==> config.mk <==
export PLATFORM = sky130hd
export DESIGN_NAME = tq_ram
export DESIGN_NICKNAME = d
export VERILOG_FILES = /design/src/tq_ram.sv
export SDC_FILE = /design/constraint.sdc
export NUM_CORES = 2
export LEC_CHECK = 0
export ABC_CLOCK_PERIOD_IN_PS = 2500
export BUFFER_PORTS_ARGS = -buffer_cell sky130_fd_sc_hd__buf_4
export CORE_MARGIN = 3
export CORE_UTILIZATION = 55
export CTS_BUF_LIST = sky130_fd_sc_hd__clkbuf_8
export DETAILED_ROUTE_END_ITERATION = 12
export PLACE_DENSITY = 0.75
export SYNTH_ARGS = -nofsm -noshare
export SYNTH_HDL_FRONTEND = slang
export SYNTH_SLANG_ARGS = --single-unit
==> constraint.sdc <==
create_clock -name i_clk -period 2.5 [get_ports i_clk]
set_clock_uncertainty 0.1 [all_clocks]
set_input_delay 0.25 -clock i_clk [delete_from_list [all_inputs] [get_ports i_clk]]
set_output_delay 0.25 -clock i_clk [all_outputs]
set_load 0.005 [all_outputs]
==> src/tq_ram.sv <==
// Generic simple dual-port RAM: one write port, one registered read port.
// No dependencies.
module tq_ram #(
    parameter int unsigned WIDTH = 8,
    parameter int unsigned DEPTH = 256
) (
    input  logic                     i_clk,
    input  logic                     i_we,
    input  logic [$clog2(DEPTH)-1:0] i_waddr,
    input  logic [WIDTH-1:0]         i_wdata,
    input  logic [$clog2(DEPTH)-1:0] i_raddr,
    output logic [WIDTH-1:0]         o_rdata
);

    logic [WIDTH-1:0] r_mem [DEPTH];
    logic [WIDTH-1:0] r_rdata;

    always_ff @(posedge i_clk) begin
        if (i_we) begin
            r_mem[i_waddr] <= i_wdata;
        end
        r_rdata <= r_mem[i_raddr];
    end

    assign o_rdata = r_rdata;

endmodule

* After elaboration in Yosys (flattened, before gate mapping)
Memories as Yosys holds them, arrays and structs flattened. A register that Yosys moved wholly into a read port is not among the register bits.
Index checks and enable logic that the tools add are counted.
** Storage, ports and cells
- Register bits :: 0
- Bits in latches :: 0
- RAM bits :: 2048
- ROM bits :: 0
- Bits of input ports :: 26
- Output and inout port bits :: 8
- Logic and storage cells :: 3
- Memories kept :: 1
** Memories
- r_mem :: words 256, width 8, read ports 1, clocked after memory_dff 1, write ports 1, RTL line 15 : logic [WIDTH-1:0] r_mem [DEPTH];
** Cells by class
- $add $sub $neg :: 0
- $mul :: 0
- Div/mod/pow operators :: 0
- $lt $le $gt $ge :: 0
- Eq/ne operators :: 0
- Shift-type cells :: 0
- Multiplexer cells :: 2
- Bitwise gates (word level) :: 0
- Reductions and logical operators :: 0
** Operator list (number)
- $mux 1 :: 2

* Logic depth before layout (Yosys ltp)
- Depth after elaboration :: 2
- Gate-level depth with buffers :: 11
- Gate-level depth less buffers :: 6

* Worst setup path before layout
No wires, ideal clock.
- Path type :: in2reg
- Start point :: in i_raddr[0]
- End point :: reg r_rdata[2], in the netlist o_rdata[2] (read register of r_mem)
- Setup time :: 0.131 ns
- Arrival time :: 2.057 ns
- Data required time :: 2.269 ns
- Slack :: 0.212 ns
- Stages on the path :: 9
- Buffers on the path :: 4
- Path through :: buf_6 buf_12 buf_8 buf_2 mux4_2 a22oi_1 a21oi_1 nor4_1 nor4_2
** RTL lines
- from (decl) :: RTL line 11 : input logic [$clog2(DEPTH)-1:0] i_raddr,
- to (decl) :: RTL line 16 : logic [WIDTH-1:0] r_rdata;

* Final worst setup path
- Start point :: in i_waddr[0]
- End point :: mem r_mem[221][2] (enable)
** RTL lines
- from (decl) :: RTL line 9 : input logic [$clog2(DEPTH)-1:0] i_waddr,
- to (decl) :: RTL line 15
Straight into the memory's write port.

==> metrics.txt <==
DR WL/cell=28.95 µm; Final Critical Period=2462 ps; Starting Density=0.5578; Peak VDD IR=0.0005108 V; Ys Warns=0; Critical Path Fanout Max=10; global-route wire length before repair=283,300 µm; DRC=0; highest metal used=met4; Post-synth EDFFs=2,048; num rows=138; status=complete, no violations; Worst Hold Depth=7; area grow syn2layout=16.94%; CTS H-tree depth=5; clock power share=0.380; metal3 WL=22,290 µm; hold path endpoint=o_rdata[3]$_DFF_P_; fraction of layout cells with a size suffix above 1=0.3284; M1 wire length=72,100 µm; post-synthesis compound-gate area fraction=0.03419; top_reg_cell synth=edfxtp_1; min-delay src=i_raddr[6]; cell taking the most area after synthesis=edfxtp_1; startpoint types=input pin; slew margin rel.=0.3703; routed vias/inst=6.319; Port Buf Inserts=33; final core occ=0.6523; Clock Sinks=2,056; Final Cycle Share=0.9848; CP Class=in -> reg; clock buffer depth=4; Syn Area/Cell=21.31 µm²; Critical Path RT=3120 ps; Fillers=9,001; DP HPWL=125,600 µm; RR Endpoint=o_rdata[2]$_DFF_P_; leading cell type by number of instances after synthesis=edfxtp_1; Post-Syn Instances=3,733; syn_nets=3,759; Worst Hold Margin=137.9 ps; FF-to-FF Start=r_mem[66][2]$_DFFE_PP_; post-synthesis mux area share=0.1462; Distinct cells, synth=55; slew of the pin with the lowest slew margin=944.5 ps; Synth top area share=0.7730; Worst-Skew Late Latency=1030 ps; asr flop ratio synth=0; Pre-antenna DRT Iters=7; Tot GR Track Use=0.2629; Nets=4,587; top cells by area, synth=edfxtp_1 (77%), mux4_2 (13%), mux2i_1 (1.7%); Final Wtd Congestion=0.8777; Chip Height=386.3 µm; largest family of logic cells by synthesized area=multiplexers; DR WL met2=92,660 µm; Final Slew Violations=0; largest net degree at the start of global routing=98; setup bufs post-CTS=0; vias in the first global route=42,330; LEAKAGE=30.64 nW; switching power=0.01486 W; Reg2Reg Depth=6; # setup viols final=0; sw frac=0.2190; Comb power frac=0.058; global route total overflow=0; Post-Synth Simple-Gate Area=0.02628; Power per Cell Area=729.7 mW/mm²; Post-Synth Adder-Cell Area=0; core area=0.1426 mm²; Crit. End Element=flop; Clk pin slew, worst setup/hold paths=60 ps; top cells by count, synth=edfxtp_1 (2,048), mux4_2 (454), nor2_1 (282); CTS tree=yes; RSZ-0062 raised after global routing=no; Fmax achieved=406.2 MHz; area of the multi-input gates=0.01654 mm²; P_int=0.05302 W; WP data arrival=3090 ps; register area=0.06166 mm²; hold crit path type=in -> reg; initial DRC count=5,962; via count=42,190; max_cap viols=0; final wirelength=193,300 µm; TritonCTS Buffers=332; Synth Cell Area=0.07956 mm²; final hold violations=0; Root Buffer=clkbuf_8; Seq cells post-synth=2,056; initial antenna violation count=7; Ports=34; Reg2Reg Setup Slack=60 ps; Die W=386.3 µm; Reg power frac=0.561; Final ANT Viol Nets=0; Synth Area in XOR/XNOR=0; Die ar.=0.1492 mm²; Seq/Total Area, Yosys=0.7750
[final cells by class]
| cell class | instances | area share |
|---|---|---|
| Inverter | 2 | 0.00008070 |
| Multi-Input combinational cell | 1442 | 0.1778 |
| Tap cell | 1890 | 0.02542 |
| Clock inverter | 210 | 0.01123 |
| Clock buffer | 344 | 0.05089 |
| Sequential cell | 2056 | 0.6628 |
| Antenna cell | 5 | 0.0001345 |
| Timing Repair Buffer | 727 | 0.07166 |
[stage by stage]
| stage | worst slack (ps) | instance area (µm²) | power, W | setup TNS (ps) | std cells |
|---|---|---|---|---|---|
| floorplan | 212.1 | 79560 | 0.04060 | 0 | 3733 |
| global placement | -780.0 | 86910 | 0.04262 | -4023 | 6090 |
| detailed placement | -768.2 | 86910 | 0.04270 | -4069 | 6090 |
| CTS | 15.12 | 93000 | 0.06829 | 0 | 6671 |
| global route | 3.195 | 93020 | 0.07009 | 0 | 6673 |
| finish | 37.90 | 93030 | 0.06788 | 0 | 6676 |
[per-layer routing]
layer	GRT usage	up-vias
li1	-	17390
met4	0.08991	0
met3	0.07220	390
met2	0.4036	2682
met5	0	-
met1	0.3694	21730
[critical path: stages]
cell and delay [ps]:
dlygate4sd3_1 570, buf_4 210, nor2b_2 240, nand4_1 250
dlygate4sd3_1 640, nor2_1 140, dlygate4sd3_1 590, buf_4 180
[flip-flops by register name, summed over array words and instances (netlist names)]
| name | cells |
|---|---|
| r_mem | 2048 |
| o_rdata | 8 |
[worst max-delay path by stage]
stage / slack [ps] / start / depth (start not counted) / to
detailed placement: -770 / i_raddr[0] / 11 / o_rdata[0]$_DFF_P_
global route: 3 / i_waddr[0] / 8 / r_mem[221][2]$_DFFE_PP_
floorplan: 210 / i_raddr[0] / 9 / o_rdata[2]$_DFF_P_
finish: 40 / i_waddr[0] / 8 / r_mem[221][2]$_DFFE_PP_
global placement: -780 / i_raddr[0] / 11 / o_rdata[0]$_DFF_P_
CTS: 20 / r_mem[66][1]$_DFFE_PP_ / 6 / o_rdata[1]$_DFF_P_
[what timing repair did]
| item | CTS | global route |
|---|---|---|
| cloned | 0 | 0 |
| resized for setup | 5 | 4 |
| hold buffers | 27 | 0 |
| hold endpoints to repair | 2322 | 0 |
| setup endpoints to repair | 4 | 11 |
[power groups by stage]
stage | Clock (W) | Combinational, W | Sequential, W
after floorplan | 0 | 0.00185 | 0.0388
after global placement | 0 | 0.00382 | 0.0388
after detailed placement | 0 | 0.00390 | 0.0388
after CTS | 0.0263 | 0.00395 | 0.0381
after global routing | 0.0279 | 0.00415 | 0.0381
final | 0.0258 | 0.00396 | 0.0381
[cells in the final DEF (no fill, tap or decap), drive strengths merged, types with 27 or more instances in the layout]
cell type,instances
edfxtp,2048
buf,692
mux4,456
clkbuf,352
nor2,282
mux2i,134
a22oi,133
clkinv,99
inv,98
a21oi,96
o221ai,47
nand3,34
nand2,33
nor2b,31
o22ai,28
dlygate4sd3,27
nor4,27
[kinds of logic after synthesis]
family | Yosys count
compound gates | 385
flops | 2056
buf+inv | 235
simple gates | 466
mux | 591
No activity file was read; power rests on OpenSTA's default activity.
